[config.mk]
export PLATFORM = sky130hd
export DESIGN_NAME = geq_ctrl
export DESIGN_NICKNAME = d
export VERILOG_FILES = /design/src/geq_pkg.sv /design/src/geq_ctrl.sv
export SDC_FILE = /design/constraint.sdc
export NUM_CORES = 1
export LEC_CHECK = 0
export ABC_AREA = 0
export BUFFER_PORTS_ARGS = -buffer_cell sky130_fd_sc_hd__clkbuf_2
export CAP_MARGIN = 40
export CORE_MARGIN = 5
export CORE_UTILIZATION = 40
export CTS_CLUSTER_SIZE = 24
export DETAILED_ROUTE_END_ITERATION = 10
export GPL_ROUTABILITY_DRIVEN = 0
export SYNTH_ARGS = -nofsm -noshare
export SYNTH_HDL_FRONTEND = slang
export SYNTH_SLANG_ARGS = --single-unit
[constraint.sdc]
create_clock -name clock -period 3.8 [get_ports clock]
set_input_delay 0.57 -clock clock [delete_from_list [all_inputs] [get_ports clock]]
set_output_delay 0.57 -clock clock [all_outputs]
set_load 0.02 [all_outputs]
[src/geq_pkg.sv]
package geq_pkg;

   localparam int NUM_BANDS      = 10;
   localparam int NUM_CHANNELS   = 2;
   localparam int SAMPLE_BITS    = 24;
   localparam int COEF_BITS      = 26;
   localparam int COEF_FRAC_BITS = 22;
   localparam int CFG_BITS       = 10;
   localparam int BAND_BITS      = 4;
   localparam int SEL_BITS       = 2;
   localparam int COEFS_PER_BAND = 4;

   localparam int BAND_IDX_BITS  = $clog2(NUM_BANDS);
   localparam int BAND_CNT_BITS  = $clog2(NUM_BANDS + 1);
   localparam int HIST_ROWS      = NUM_CHANNELS * NUM_BANDS;
   localparam int HIST_ADDR_BITS = $clog2(HIST_ROWS);
   localparam int PROD_BITS      = COEF_BITS + SAMPLE_BITS;
   localparam int ACC_BITS       = PROD_BITS + 3;
   localparam int SHIFT_BITS     = ACC_BITS - COEF_FRAC_BITS;

   typedef logic signed [SAMPLE_BITS-1:0] sample_type;
   typedef logic signed [COEF_BITS-1:0]   coef_type;
   typedef logic signed [PROD_BITS-1:0]   prod_type;
   typedef logic signed [ACC_BITS-1:0]    acc_type;

   localparam logic MODE_SAMPLE = 1'b0;
   localparam logic MODE_LOAD   = 1'b1;

   localparam logic [SEL_BITS-1:0] COEF_B0 = 2'd0;
   localparam logic [SEL_BITS-1:0] COEF_B1 = 2'd1;
   localparam logic [SEL_BITS-1:0] COEF_B2 = 2'd2;
   localparam logic [SEL_BITS-1:0] COEF_A2 = 2'd3;

   localparam coef_type   COEF_ONE   = coef_type'(64'sd1 <<< COEF_FRAC_BITS);
   localparam acc_type    ROUND_HALF = acc_type'(64'sd1 <<< (COEF_FRAC_BITS - 1));
   localparam sample_type SAMPLE_MAX = {1'b0, {(SAMPLE_BITS-1){1'b1}}};
   localparam sample_type SAMPLE_MIN = {1'b1, {(SAMPLE_BITS-1){1'b0}}};

   typedef enum logic [2:0] {
      STEP_B0_X,
      STEP_B1_X1,
      STEP_B2_X2,
      STEP_A1_Y1,
      STEP_A2_Y2
   } mac_step_type;

   typedef struct packed {
      sample_type x1;
      sample_type x2;
      sample_type y1;
      sample_type y2;
   } hist_row_type;

   typedef struct packed {
      logic                     start;
      logic                     coef_wr;
      logic                     rd_en;
      logic [BAND_IDX_BITS-1:0] rd_band;
      logic                     mul_en;
      mac_step_type             step;
      logic                     acc_clear;
      logic                     band_done;
      logic                     out_load;
   } dp_cmd_type;

   typedef struct packed {
      logic out_busy;
   } dp_status_type;

   function automatic logic band_bypassed(logic [CFG_BITS-1:0] mask,
                                          logic [BAND_CNT_BITS-1:0] band);
      logic hit;
      hit = 1'b0;
      for (int i = 0; i < NUM_BANDS; i++) begin
         if (i < CFG_BITS && band == BAND_CNT_BITS'(i)) begin
            hit = mask[i];
         end
      end
      return hit;
   endfunction

endpackage

[src/geq_ctrl.sv]
module geq_ctrl (
   input  logic                             clock,
   input  logic                             reset,
   input  logic                             req_valid,
   input  logic                             req_mode,
   input  logic [geq_pkg::BAND_BITS-1:0]    req_band,
   output logic                             req_ready,
   input  logic                             csr_wr_en,
   input  logic [geq_pkg::CFG_BITS-1:0]     csr_wr_data,
   input  geq_pkg::dp_status_type           status,
   output geq_pkg::dp_cmd_type              cmd
);
   import geq_pkg::*;

   typedef enum logic [2:0] {
      ST_IDLE,
      ST_SCAN,
      ST_MAC,
      ST_DRAIN,
      ST_ROUND,
      ST_FINISH
   } state_type;

   state_type                state_ff;
   logic [BAND_CNT_BITS-1:0] band_ff;
   mac_step_type             step_ff;
   logic [CFG_BITS-1:0]      bypass_ff;

   logic accept;
   logic bands_done;
   logic skip_band;

   assign req_ready  = (state_ff == ST_IDLE);
   assign accept     = req_valid && req_ready;
   assign bands_done = (band_ff == BAND_CNT_BITS'(NUM_BANDS));
   assign skip_band  = band_bypassed(bypass_ff, band_ff);

   always_ff @(posedge clock) begin
      if (reset) begin
         state_ff  <= ST_IDLE;
         band_ff   <= '0;
         step_ff   <= STEP_B0_X;
         bypass_ff <= '1;
      end else begin
         if (csr_wr_en) begin
            bypass_ff <= csr_wr_data;
         end
         unique case (state_ff)
            ST_IDLE: begin
               if (accept && req_mode == MODE_SAMPLE) begin
                  band_ff  <= '0;
                  state_ff <= ST_SCAN;
               end
            end
            ST_SCAN: begin
               if (bands_done) begin
                  state_ff <= ST_FINISH;
               end else if (skip_band) begin
                  band_ff <= band_ff + 1'b1;
               end else begin
                  step_ff  <= STEP_B0_X;
                  state_ff <= ST_MAC;
               end
            end
            ST_MAC: begin
               step_ff <= mac_step_type'(3'(step_ff + 3'd1));
               if (step_ff == STEP_A2_Y2) begin
                  state_ff <= ST_DRAIN;
               end
            end
            ST_DRAIN: begin
               state_ff <= ST_ROUND;
            end
            ST_ROUND: begin
               band_ff  <= band_ff + 1'b1;
               state_ff <= ST_SCAN;
            end
            ST_FINISH: begin
               if (!status.out_busy) begin
                  state_ff <= ST_IDLE;
               end
            end
            default: begin
               state_ff <= ST_IDLE;
            end
         endcase
      end
   end

   always_comb begin
      cmd           = '0;
      cmd.start     = (state_ff == ST_IDLE) && accept && req_mode == MODE_SAMPLE;
      cmd.coef_wr   = (state_ff == ST_IDLE) && accept && req_mode == MODE_LOAD
                      && (req_band < BAND_BITS'(NUM_BANDS));
      cmd.rd_en     = (state_ff == ST_SCAN) && !bands_done && !skip_band;
      cmd.acc_clear = cmd.rd_en;
      cmd.rd_band   = band_ff[BAND_IDX_BITS-1:0];
      cmd.mul_en    = (state_ff == ST_MAC);
      cmd.step      = step_ff;
      cmd.band_done = (state_ff == ST_ROUND);
      cmd.out_load  = (state_ff == ST_FINISH) && !status.out_busy;
   end

endmodule

==> results of run 1 <==
-- state kept, by name (all words and copies together) (netlist names) --
name       cells
state_ff       3
bypass_ff     10
band_ff        4
step_ff        3
-- stage by stage --
stage / util [%] / total power, mW / hold WS (ps)
floorplan: - / 0.286 / 433
global placement: 45.9 / 0.307 / 464
detailed placement: 45.9 / 0.310 / 474
CTS: 46.6 / 0.414 / 458
global route: 46.6 / 0.429 / 453
finish: 46.6 / 0.407 / 462
-- final cells by class --
class	instances	area, um2	area share, %
timing repair buffer	33	165	10.8
sequential	20	400	26.2
inverter	8	30.0	1.96
tap	46	57.6	3.76
multi-input combinational	117	855	55.8
clock buffer	3	22.5	1.47
-- report_power, final --
part | total, mW | internal (mW) | switching, mW | leakage (nW)
sequential | 0.226 | 0.218 | 0.00774 | 0.164
combinational | 0.0784 | 0.0362 | 0.0422 | 0.452
clock | 0.103 | 0.0370 | 0.0655 | 0.0138
-- synth_stat cells, types with 2 or more instances --
library cell  instances
a21oi_1              10
nand2b_1              2
and2_1                2
nor2b_1              13
clkbuf_1              2
o21ai_1               4
a311oi_1              2
inv_1                 8
o31ai_1               2
or3_1                 3
nor3b_1               4
a211oi_1              4
nor3_1                3
buf_4                 2
nor2_1                8
o21ai_0               6
dfxtp_1              20
a211o_1               6
nand2_1              13
mux2i_1               4
o211ai_1              2
ha_1                  6
-- worst max-delay path by stage --
| stage | end | slack (ps) |
|---|---|---|
| floorplan | cmd[11] | 840 |
| global placement | cmd[11] | 1150 |
| detailed placement | cmd[11] | 1100 |
| CTS | cmd[11] | 720 |
| global route | cmd[11] | 480 |
| finish | cmd[2] | 750 |
-- worst max-delay path, cell delays in order, from the launching register on --
cell	delay [ps]
dfxtp_1	450
inv_1	90
ha_1	310
a211oi_1	250
o21ai_0	150
a21oi_1	310
a21oi_1	130
nor3_1	250
clkbuf_2	220
-- metal layers --
| layer | global-route usage (%) | vias to the layer above | wire, um |
|---|---|---|---|
| li1 | - | 607 | - |
| met1 | 17.3 | 546 | 1350 |
| met2 | 23.2 | 20 | 1440 |
| met3 | 2.66 | 4 | 117 |
| met4 | 3.80 | 0 | 29 |
| met5 | 0 | - | 0 |
-- kinds of logic after synthesis --
group | Yosys count | synth area share (%)
multiplexers | 4 | 3.01
adder cells (fa/ha/maj) | 6 | 5.65
AND/OR/NAND/NOR | 61 | 28.2
flip-flops | 20 | 30.1
AO/OA/AOI/OAI | 46 | 27.5
buffers and inverters | 15 | 5.55
==> results by group, run 1 <==
Worst setup path
  • Endpoint class of the critical path: output port
  • Crit path max fanout: 9
  • Crit path from: band_ff[1]$_SDFFE_PP0P_
  • Reg-to-reg startpoint: band_ff[1]$_SDFFE_PP0P_
  • CP Class: register to output port
  • CP Launch Type: register
  • WP data required: ~3200 ps
  • Reg2reg end: band_ff[2]$_SDFFE_PP0P_
  • R2r setup slk: 1430 ps
  • Worst Reg2Reg Path Length in Cells: 8
  • Worst path arrival time: 2480 ps

Hold path
  • Hold Path End: bypass_ff[9]$_SDFFE_PP1P_
  • Hold Path Stages: 2
  • Min-delay src: csr_wr_data[9]
  • Path type of the worst min-delay path: primary input to register

STA
  • Post-route setup TNS: 0 ps
  • Crit path time final: 3050 ps
  • Finish-stage setup viols: 0
  • Final worst-path cycle share: 80.3%
  • Slew Limit Headroom: 53.3%
  • Worst-Margin Slew: between 600 and 700 ps
  • Worst-case clock skew: 5.40 ps
  • Final worst slack: 750 ps
  • Final Max Tran Viols: 0
  • FMAX: 0.328 GHz
  • Fin. Hold Viols: 0
  • RSZ-0062 raised after global routing: no

Layout
  • Layout cells sized above 1: 27.1%
  • Final nets: 209
  • Diodes inserted: 0
  • Commonest cells after routing, fill and taps aside: clkbuf_2 (33), dfxtp_1 (20), nor2b_1 (13), nand2_1 (13), a21oi_1 (10)
  • Layout area overhead: 15.2%
  • Fin area: 1530 um2
  • Commonest non-fill, non-tap cell in the layout: clkbuf_2
  • FILL cells: 335
  • Fin cells: 227

Yosys
  • Unique masters post-synth: 48
  • Synth Cell Area: 1330 um2
  • Post-synth top area cell: dfxtp_1
  • Share of flip-flops with an asynchronous set or reset: 0%
  • Top FF cell, synth: dfxtp_1
  • Post-synth top area share: 30.1%
  • Syn avg cell area: slightly below 9 um2
  • Seq cells post-synth: 20
  • Synth top area cells: dfxtp_1 (30%), nor2b_1 (6.1%), ha_1 (5.6%)
  • Syn nets: 178
  • Synth warn: 0
  • Sequential-to-total area share from yosys stat: 30.1%
  • Post-synth EDFFs: 0
  • Post-Synthesis Cells: 152

CTS
  • Resize count post-CTS: 0
  • Post-CTS Repair Setup Buffers: 0
  • CTS clk-pin slew, worst paths: 110 ps
  • TritonCTS clock tree: yes
  • # H-tree levels: 1
  • CTS Buf Count: 3
  • Worst-skew pair later-pin latency: just over 300 ps
  • Hold_buf cts: 0
  • Clock buffer depth: 2
  • Clk sink count: 20
  • CTS root buf: clkbuf_4

Floorplan
  • Ports: 35
  • Die Span X: 67.6 um
  • Die area: ~4600 um2
  • # rows: 21
  • Core box area: 3280 um2
  • Starting Density: about 40%
  • Die Y: approximately 68 um

Routing
  • Vias/cell: 5.19
  • Drt total wl: between 2000 and 3000 um
  • DR iter-0 viols: 61
  • DR WL/cell: 12.9 um
  • DRC viols: 0
  • ANT nets after route: 0
  • Drt pass-1 iters: 4
  • Vias: 1,177

Place
  • Cells after DPL: 224
  • Port bufs: 33
  • Pre-CTS setup slack: 1100 ps
  • Dpl hpwl: 2280 um
  • Placed instance area: 1510 um2

Pwr
  • Pwr/cell area: ~270 nW/um2
  • Worst ir drop on vdd: around 0.15 mV
  • Lkg Pwr: around 0.63 nW

Status
  • Status: finished, final reports clean

Global route
  • Total congestion overflow: 0
  • Antenna violations before repair: 0
  • First-pass GRT wire length: 4820 um
  • Vias in the first global route: about 1,100
  • Largest net degree at the start of global routing: 18
  • All-Layer GR Usage: between 10% and 20%

Job
  • Max Cap Violations: 0
Power figures use the tool's default switching activity.
==> inputs of run 2 (changes only) <==
--- a/config.mk
+++ b/config.mk
@@ -5,7 +5,7 @@
 export SDC_FILE = /design/constraint.sdc
 export NUM_CORES = 1
 export LEC_CHECK = 0
-export ABC_AREA = 0
+export ABC_AREA = 1
 export BUFFER_PORTS_ARGS = -buffer_cell sky130_fd_sc_hd__clkbuf_2
 export CAP_MARGIN = 40
 export CORE_MARGIN = 5
@@ -13,6 +13,7 @@
 export CTS_CLUSTER_SIZE = 24
 export DETAILED_ROUTE_END_ITERATION = 10
 export GPL_ROUTABILITY_DRIVEN = 0
+export PLACE_DENSITY = 0.67
 export SYNTH_ARGS = -nofsm -noshare
 export SYNTH_HDL_FRONTEND = slang
 export SYNTH_SLANG_ARGS = --single-unit
==> constraint.sdc (replaced) <==
create_clock -name clock -period 2.8 [get_ports clock]
set_input_delay 0.42 -clock clock [delete_from_list [all_inputs] [get_ports clock]]
set_output_delay 0.42 -clock clock [all_outputs]
set_load 0.02 [all_outputs]
==> run 2 against run 1 <==
  * Cell count rose by 3.1%
  * Worst hold slack worse by 150 ps
  * Global-route usage shrank 0.48 points
  * Synthesized cell count up 11%
==> results by group, run 2 <==
Place
  • Port bufs: 33 (unchanged)
  • Pre-CTS setup slack: 526 ps (was 1100 ps)
  • Dpl hpwl: 2140 um (was 2280 um)
  • Placed instance area: 1380 um2 (was 1510 um2)

CTS
  • Clock buffer depth: 2 (unchanged)
  • CTS root buf: clkbuf_4 (unchanged)
  • CTS clk-pin slew, worst paths: 130 ps (was 110 ps)
  • # H-tree levels: 1 (unchanged)
  • Clk sink count: 20 (unchanged)
  • TritonCTS clock tree: yes (unchanged)
  • Worst-skew pair later-pin latency: 320 ps (was 310 ps)
  • Post-CTS Repair Setup Buffers: 0 (unchanged)
  • CTS Buf Count: 3 (unchanged)

Yosys
  • Post-synth EDFFs: 0 (unchanged)
  • Syn avg cell area: 7.07 um2 (was 8.74 um2)
  • Post-synth top area cell: dfxtp_1 (unchanged)
  • Synth Cell Area: 1190 um2 (was 1330 um2)
  • Synth warn: 0 (unchanged)
  • Syn nets: 195 (was 178)
  • Top cells by count, synth: nand2_1 (37), dfxtp_1 (20), inv_1 (19) (was dfxtp_1 (20), nand2_1 (13), nor2b_1 (13))
  • Seq cells post-synth: 20 (unchanged)
  • Unique masters post-synth: 26 (was 48)
  • Top FF cell, synth: dfxtp_1 (unchanged)
  • Post-Synthesis Cells: 169 (was 152)
  • Sequential-to-total area share from yosys stat: 33.5% (was 30.1%)
  • Top-count cell post-synth: nand2_1 (was dfxtp_1)
  • Share of flip-flops with an asynchronous set or reset: 0% (unchanged)
  • Synth top area cells: dfxtp_1 (34%), nand2_1 (12%), nand3_1 (6.7%) (was dfxtp_1 (30%), nor2b_1 (6.1%), ha_1 (5.6%))
  • Post-synth top area share: 33.5% (was 30.1%)

Pwr
  • Tot Pwr: 1.11 mW (was 407 uW)
  • P_sw: 468 uW (was 115 uW)
  • Lkg Pwr: 0.705 nW (was 0.630 nW)
  • Internal power: 643 uW (was 292 uW)
  • Pwr/cell area: 772 nW/um2 (was 266 nW/um2)
  • Switch share: 42.1% (was 28.3%)
  • Worst ir drop on vdd: 0.337 mV (was 0.148 mV)
  • Clock power frac: 21.8% (was 25.2%)
  • Sequential group share of total power: 32.2% (was 55.6%)
  • Combinational Power Share: 46.0% (was 19.3%)

Global route
  • Routing usage on met3: 4.66% (was 2.66%)
  • Grt met1 use: 16.2% (was 17.3%)
  • Antenna violations before repair: 0 (unchanged)
  • First-pass GRT wire length: 4400 um (was 4820 um)
  • All-Layer GR Usage: 13.2% (was 13.6%)
  • Largest net degree at the start of global routing: 15 (was 18)
  • GRT Max-Usage Layer: met2 (unchanged)
  • Vias in the first global route: 1,051 (was 1,100)
  • Grt met2 use: 22.0% (was 23.2%)
  • Total congestion overflow: 0 (unchanged)

Job
  • Max Cap Violations: 0 (unchanged)

Worst setup path
  • Endpoint class of the critical path: output port (unchanged)
  • Worst-path cell chain: inv_1 > ha_1 > nand2_1 > nand2_1 > nand3_1 > nand2_1 > nand2_1 > nand2_1 > nand2_1 > nand2_1 > nand2_1 > nand2_1 > nand2_2 > nand3_4 > nor2_1 > clkbuf_2 (was inv_1 > ha_1 > a211oi_1 > o21ai_0 > a21oi_1 > a21oi_1 > nor3_1 > clkbuf_2)
  • WP data required: 2380 ps (was 3230 ps)
  • Slowest stage delay, CP: 400 ps (was 450 ps)
  • Worst path arrival time: 2110 ps (was 2480 ps)
  • Worst Reg2Reg Path Length in Cells: 18 (was 8)
  • Reg2reg end: band_ff[1]$_SDFFE_PP0P_ (was band_ff[2]$_SDFFE_PP0P_)
  • R2r setup slk: 920 ps (was 1430 ps)
  • CP Launch Type: register (unchanged)
  • Reg-to-reg startpoint: band_ff[0]$_SDFFE_PP0P_ (was band_ff[1]$_SDFFE_PP0P_)
  • Crit path max fanout: 6 (was 9)
  • CP Class: register to output port (unchanged)
  • CP max-delay cell: dfxtp_2 (was dfxtp_1)
  • Worst path most repeated cell: nand2_1 (was a21oi_1)

STA
  • Worst-case clock skew: 12.3 ps (was 5.40 ps)
  • Slew Limit Headroom: 74.6% (was 53.3%)
  • Final worst-path cycle share: 90.2%
  • Fin. Hold Viols: 0 (unchanged)
  • Finish-stage setup viols: 0 (unchanged)
  • Final Max Tran Viols: 0 (unchanged)
  • RSZ-0062 raised after global routing: no (unchanged)
  • Final worst slack: 274 ps (was 750 ps)
  • Post-route setup TNS: 0 ps (unchanged)
  • Worst-Margin Slew: 379 ps (was 700 ps)
  • Worst hold margin: 309 ps (was 462 ps)
  • Crit path time final: around 2500 ps
  • FMAX: ~0.40 GHz

Routing
  • Drt pass-1 iters: 4 (unchanged)
  • DR WL/cell: 11.3 um (was 12.9 um)
  • DR iter-0 viols: 29 (was 61)
  • Vias: 1,175 (was 1,177)
  • Drt total wl: 2640 um (was 2940 um)
  • DRC viols: 0 (unchanged)
  • Vias/cell: 5.02 (was 5.19)
  • ANT nets after route: 0 (unchanged)

Floorplan
  • # rows: 19 (was 21)
  • Die Span X: 64.7 um (was 67.6 um)
  • Die Y: 64.7 um (was 67.6 um)
  • Ports: 35 (unchanged)
  • Die area: 4180 um2 (was 4570 um2)
  • Core box area: 2810 um2 (was 3280 um2)
  • Starting Density: 42.6% (was 40.5%)

Layout
  • Biggest regs: bypass_ff x10, band_ff x4 (unchanged)
  • Register Area: 403 um2 (was 400 um2)
  • Layout cells sized above 1: 30.5% (was 27.1%)
  • Final nets: 230 (was 209)
  • Commonest non-fill, non-tap cell in the layout: nand2_1 (was clkbuf_2)
  • Layout area overhead: 20.4% (was 15.2%)
  • Commonest cells after routing, fill and taps aside: nand2_1 (37), clkbuf_2 (33), inv_1 (19) (was clkbuf_2 (33), dfxtp_1 (20), nor2b_1 (13), nand2_1 (13), a21oi_1 (10))
  • Fin area: 1440 um2 (was 1530 um2)
  • FILL cells: 311 (was 335)
  • Largest Register: bypass_ff (unchanged)
  • Diodes inserted: 0 (unchanged)
  • Largest register FFs: 10 (unchanged)
  • Multi-input gate area: 693 um2 (was 855 um2)

Hold path
  • Path type of the worst min-delay path: primary input to register (unchanged)
  • Hold Path Stages: 3 (was 2)
  • Hold Path End: bypass_ff[6]$_SDFFE_PP1P_ (was bypass_ff[9]$_SDFFE_PP1P_)
  • Min-delay src: csr_wr_data[6] (was csr_wr_data[9])

Status
  • Status: finished, final reports clean (unchanged)
-- run 2: changes by cell type after synthesis, moves of 6 or more --
cell     change
inv_1       +11
nand2_2      +7
a211o_1      -6
nand2_1     +24
nor2b_1     -13
nand3_1     +15
nor2_1       +6
-- run 2: kinds of logic after synthesis --
logic type               share of synthesized area, %
AND/OR/NAND/NOR                                  38.0
buffers and inverters                            8.48
AO/OA/AOI/OAI                                    11.5
flip-flops                                       33.5
adder cells (fa/ha/maj)                          6.28
XOR/XNOR                                         2.20
-- run 2: power groups by stage --
stage                     logic (mW)  clock network [mW]  registers (mW)
after CTS                      0.518               0.247           0.357
after global routing           0.571               0.254           0.366
after floorplan                0.392                   0           0.371
final                          0.511               0.242           0.358
after detailed placement       0.515                   0           0.363
after global placement         0.500                   0           0.361
-- run 2: worst max path at each step --
stage	cells after the start	start	to	slack, ps
floorplan	16	band_ff[0]$_SDFFE_PP0P_	cmd[11]	340
global placement	16	band_ff[0]$_SDFFE_PP0P_	cmd[2]	590
detailed placement	16	band_ff[0]$_SDFFE_PP0P_	cmd[11]	530
CTS	16	band_ff[0]$_SDFFE_PP0P_	cmd[11]	170
global route	16	band_ff[0]$_SDFFE_PP0P_	cmd[2]	30
finish	16	band_ff[0]$_SDFFE_PP0P_	cmd[2]	270
-- run 2: stage by stage --
step                      util, %  instances
after detailed placement     49.3        230
after CTS                    51.2        234
after global routing         51.3        234
final                        51.3        234
after floorplan                 -        169
after global placement       49.3        230
-- run 2: cell type report --
class                           instances  area share, %
Multi-Input combinational cell        123           48.2
Inverter                               23           6.00
Sequential cell                        20           28.0
Timing Repair Buffer                   33           11.5
Clock buffer                            3           1.57
Tap cell                               31           2.70
Clock inverter                          1           2.09
-- run 2: metal layers --
| layer | vias up | part of all wire (%) |
|---|---|---|
| li1 | 610 | - |
| met1 | 537 | 44 |
| met2 | 23 | 50 |
| met3 | 5 | 5.3 |
| met4 | 0 | 0.80 |
| met5 | - | 0 |
-- run 2: repair_timing --
item	CTS	global route
hold endpoints to repair	0	0
hold buffers	0	0
endpoints found under the setup margin	0	2
resized for setup	0	2
-- run 2: worst max-delay path, delay by kind of cell, from the launching register on --
kind	cells	cell delay, ps
flops	1	400
simple gates	13	880
fa+ha+maj	1	250
buf+inv	2	290
==> inputs of run 3 (changes only) <==
--- a/config.mk
+++ b/config.mk
@@ -8,11 +8,12 @@
 export ABC_AREA = 1
 export BUFFER_PORTS_ARGS = -buffer_cell sky130_fd_sc_hd__clkbuf_2
 export CAP_MARGIN = 40
-export CORE_MARGIN = 5
+export CORE_MARGIN = 4
 export CORE_UTILIZATION = 40
 export CTS_CLUSTER_SIZE = 24
 export DETAILED_ROUTE_END_ITERATION = 10
 export GPL_ROUTABILITY_DRIVEN = 0
+export MAX_ROUTING_LAYER = met4
 export PLACE_DENSITY = 0.67
 export SYNTH_ARGS = -nofsm -noshare
 export SYNTH_HDL_FRONTEND = slang
==> constraint.sdc (replaced) <==
create_clock -name clock -period 2.8 [get_ports clock]
set_input_delay 0.28 -clock clock [delete_from_list [all_inputs] [get_ports clock]]
set_output_delay 0.28 -clock clock [all_outputs]
set_load 0.02 [all_outputs]
==> run 3 against run 2 <==
  * Cell count unchanged
  * Via count up 0.85%
  * Sequential power about the same
  * Combinational power about the same
  * Non-clock buffer count unchanged
  * Worst hold slack worse by 140 ps
  * Flip-flop and latch count unchanged
  * Wire length up 1.4%
  * Global-route usage up 1.2 points
==> results by group, run 3 (synthesized netlist as in run 2, its figures left out) <==
Status
  • Status: finished, final reports clean (unchanged)

Layout
  • Diodes inserted: 0 (unchanged)
  • Largest Register: bypass_ff (unchanged)
  • Fin cells: 234 (unchanged)
  • Layout area overhead: 18.8% (was 20.4%)
  • Final nets: 230 (unchanged)
  • Layout cells sized above 1: 29.6% (was 30.5%)
  • Fin area: 1420 um2 (was 1440 um2)
  • Largest register FFs: 10 (unchanged)
  • Commonest non-fill, non-tap cell in the layout: nand2_1 (unchanged)
  • Layout Utilization: 50.6% (was 51.3%)
  • Commonest cells after routing, fill and taps aside: nand2_1 (37), clkbuf_2 (33), dfxtp_1 (20) (was nand2_1 (37), clkbuf_2 (33), inv_1 (19))
  • FILL cells: 309 (was 311)
  • Biggest regs: bypass_ff x10, band_ff x4 (unchanged)

STA
  • Final worst-path cycle share: 88.2% (was 90.2%)
  • Slew Limit Headroom: 75.3% (was 74.6%)
  • Final worst slack: 329 ps (was 274 ps)
  • Finish-stage setup viols: 0 (unchanged)
  • FMAX: 0.405 GHz (was 0.396 GHz)
  • Worst hold margin: 172 ps (was 309 ps)
  • Worst-case clock skew: 8.04 ps (was 12.3 ps)
  • Worst-Margin Slew: 368 ps (was 379 ps)
  • Crit path time final: 2470 ps (was 2530 ps)
  • Post-route setup TNS: 0 ps (unchanged)
  • Final Max Tran Viols: 0 (unchanged)
  • RSZ-0062 raised after global routing: no (unchanged)
  • Fin. Hold Viols: 0 (unchanged)

Global route
  • All-Layer GR Usage: 14.4% (was 13.2%)
  • Routing usage on met3: 3.78% (was 4.66%)
  • Antenna violations before repair: 0 (unchanged)
  • First-pass GRT wire length: 4510 um (was 4400 um)
  • Grt met1 use: 16.2% (about the same)
  • Grt met2 use: 25.4% (was 22.0%)
  • GRT Max-Usage Layer: met2 (unchanged)
  • Largest net degree at the start of global routing: 15 (unchanged)
  • Total congestion overflow: 0 (unchanged)
  • Vias in the first global route: 1,043 (was 1,051)

Routing
  • Drt pass-1 iters: 6 (was 4)
  • DR iter-0 viols: 44 (was 29)
  • Drt total wl: 2680 um (was 2640 um)
  • DR WL/cell: 11.4 um (was 11.3 um)
  • DRC viols: 0 (unchanged)
  • Vias: 1,185 (was 1,175)
  • Vias/cell: 5.06 (was 5.02)
  • ANT nets after route: 0 (unchanged)

Pwr
  • Tot Pwr: 1.04 mW (was 1.11 mW)
  • Pwr/cell area: 732 nW/um2 (was 772 nW/um2)
  • Worst ir drop on vdd: 0.413 mV (was 0.337 mV)
  • Lkg Pwr: 0.698 nW (was 0.705 nW)

CTS
  • Worst-skew pair later-pin latency: 310 ps (was 320 ps)
  • Clk sink count: 20 (unchanged)
  • TritonCTS clock tree: yes (unchanged)
  • Resize count post-CTS: 0 (unchanged)
  • CTS root buf: clkbuf_4 (unchanged)
  • CTS Buf Count: 3 (unchanged)
  • Clock buffer depth: 2 (unchanged)
  • Hold_buf cts: 0 (unchanged)
  • Post-CTS Repair Setup Buffers: 0 (unchanged)
  • # H-tree levels: 1 (unchanged)
  • CTS clk-pin slew, worst paths: 120 ps (was 130 ps)

Worst setup path
  • CP Class: register to output port (unchanged)
  • Worst path arrival time: 2190 ps (was 2110 ps)
  • Crit path max fanout: 6 (unchanged)
  • CP Launch Type: register (unchanged)
  • WP data required: 2520 ps (was 2380 ps)
  • Endpoint class of the critical path: output port (unchanged)

Place
  • Dpl hpwl: 2160 um (was 2140 um)
  • Port bufs: 33 (unchanged)
  • Cells after DPL: 230 (unchanged)
  • Placed instance area: 1380 um2 (unchanged)
  • Pre-CTS setup slack: 661 ps (was 526 ps)

Floorplan
  • Ports: 35 (unchanged)
  • Die Span X: 62.7 um (was 64.7 um)
  • Starting Density: 42.6% (unchanged)
  • Core box area: 2810 um2 (unchanged)
  • Die area: 3930 um2 (was 4180 um2)
  • Die Y: 62.7 um (was 64.7 um)
  • # rows: 19 (unchanged)

Hold path
  • Path type of the worst min-delay path: primary input to register (unchanged)

Job
  • Max Cap Violations: 0 (unchanged)
-- run 3: final timing paths --
path                                             endpoint  slack (ps)  cells past startpoint                 startpoint
worst max-delay path                               cmd[2]         330                     16    band_ff[0]$_SDFFE_PP0P_
worst min-delay path            bypass_ff[5]$_SDFFE_PP1P_         170                      3             csr_wr_data[5]
worst max register to register    band_ff[1]$_SDFFE_PP0P_         830                     18    band_ff[0]$_SDFFE_PP0P_
worst min register to register  bypass_ff[8]$_SDFFE_PP1P_         470                      2  bypass_ff[8]$_SDFFE_PP1P_
-- run 3: worst max-delay path, stage by stage, from the launching register on --
cell,delay (ps)
dfxtp_1,440
inv_1,120
ha_1,250
nand2_1,80
nand2_1,50
nand3_1,60
nand2_1,60
nand2_1,60
nand2_1,50
nand2_1,50
nand2_1,40
nand2_1,50
nand2_1,60
nand2_2,80
nand3_4,90
nor2_1,160
clkbuf_2,190
-- run 3: area by class of cell --
class                           count  area (um2)  area share (%)
Sequential cell                    20         400            28.2
Inverter                           23        86.3            6.08
Multi-Input combinational cell    123         693            48.8
Tap cell                           31        38.8            2.73
Timing Repair Buffer               33         165            11.6
Clock buffer                        4        36.3            2.56
-- run 3: per-layer routing --
layer	vias to the layer above	wire, um	share of wire (%)
met5	-	0	0
met1	537	1130	42
met4	0	21	0.78
met3	4	152	5.7
li1	609	-	-
met2	35	1370	51
-- run 3: where the power goes --
part / internal [mW] / switching [mW]
combinational: 0.177 / 0.336
clock: 0.0794 / 0.0925
sequential: 0.319 / 0.0365
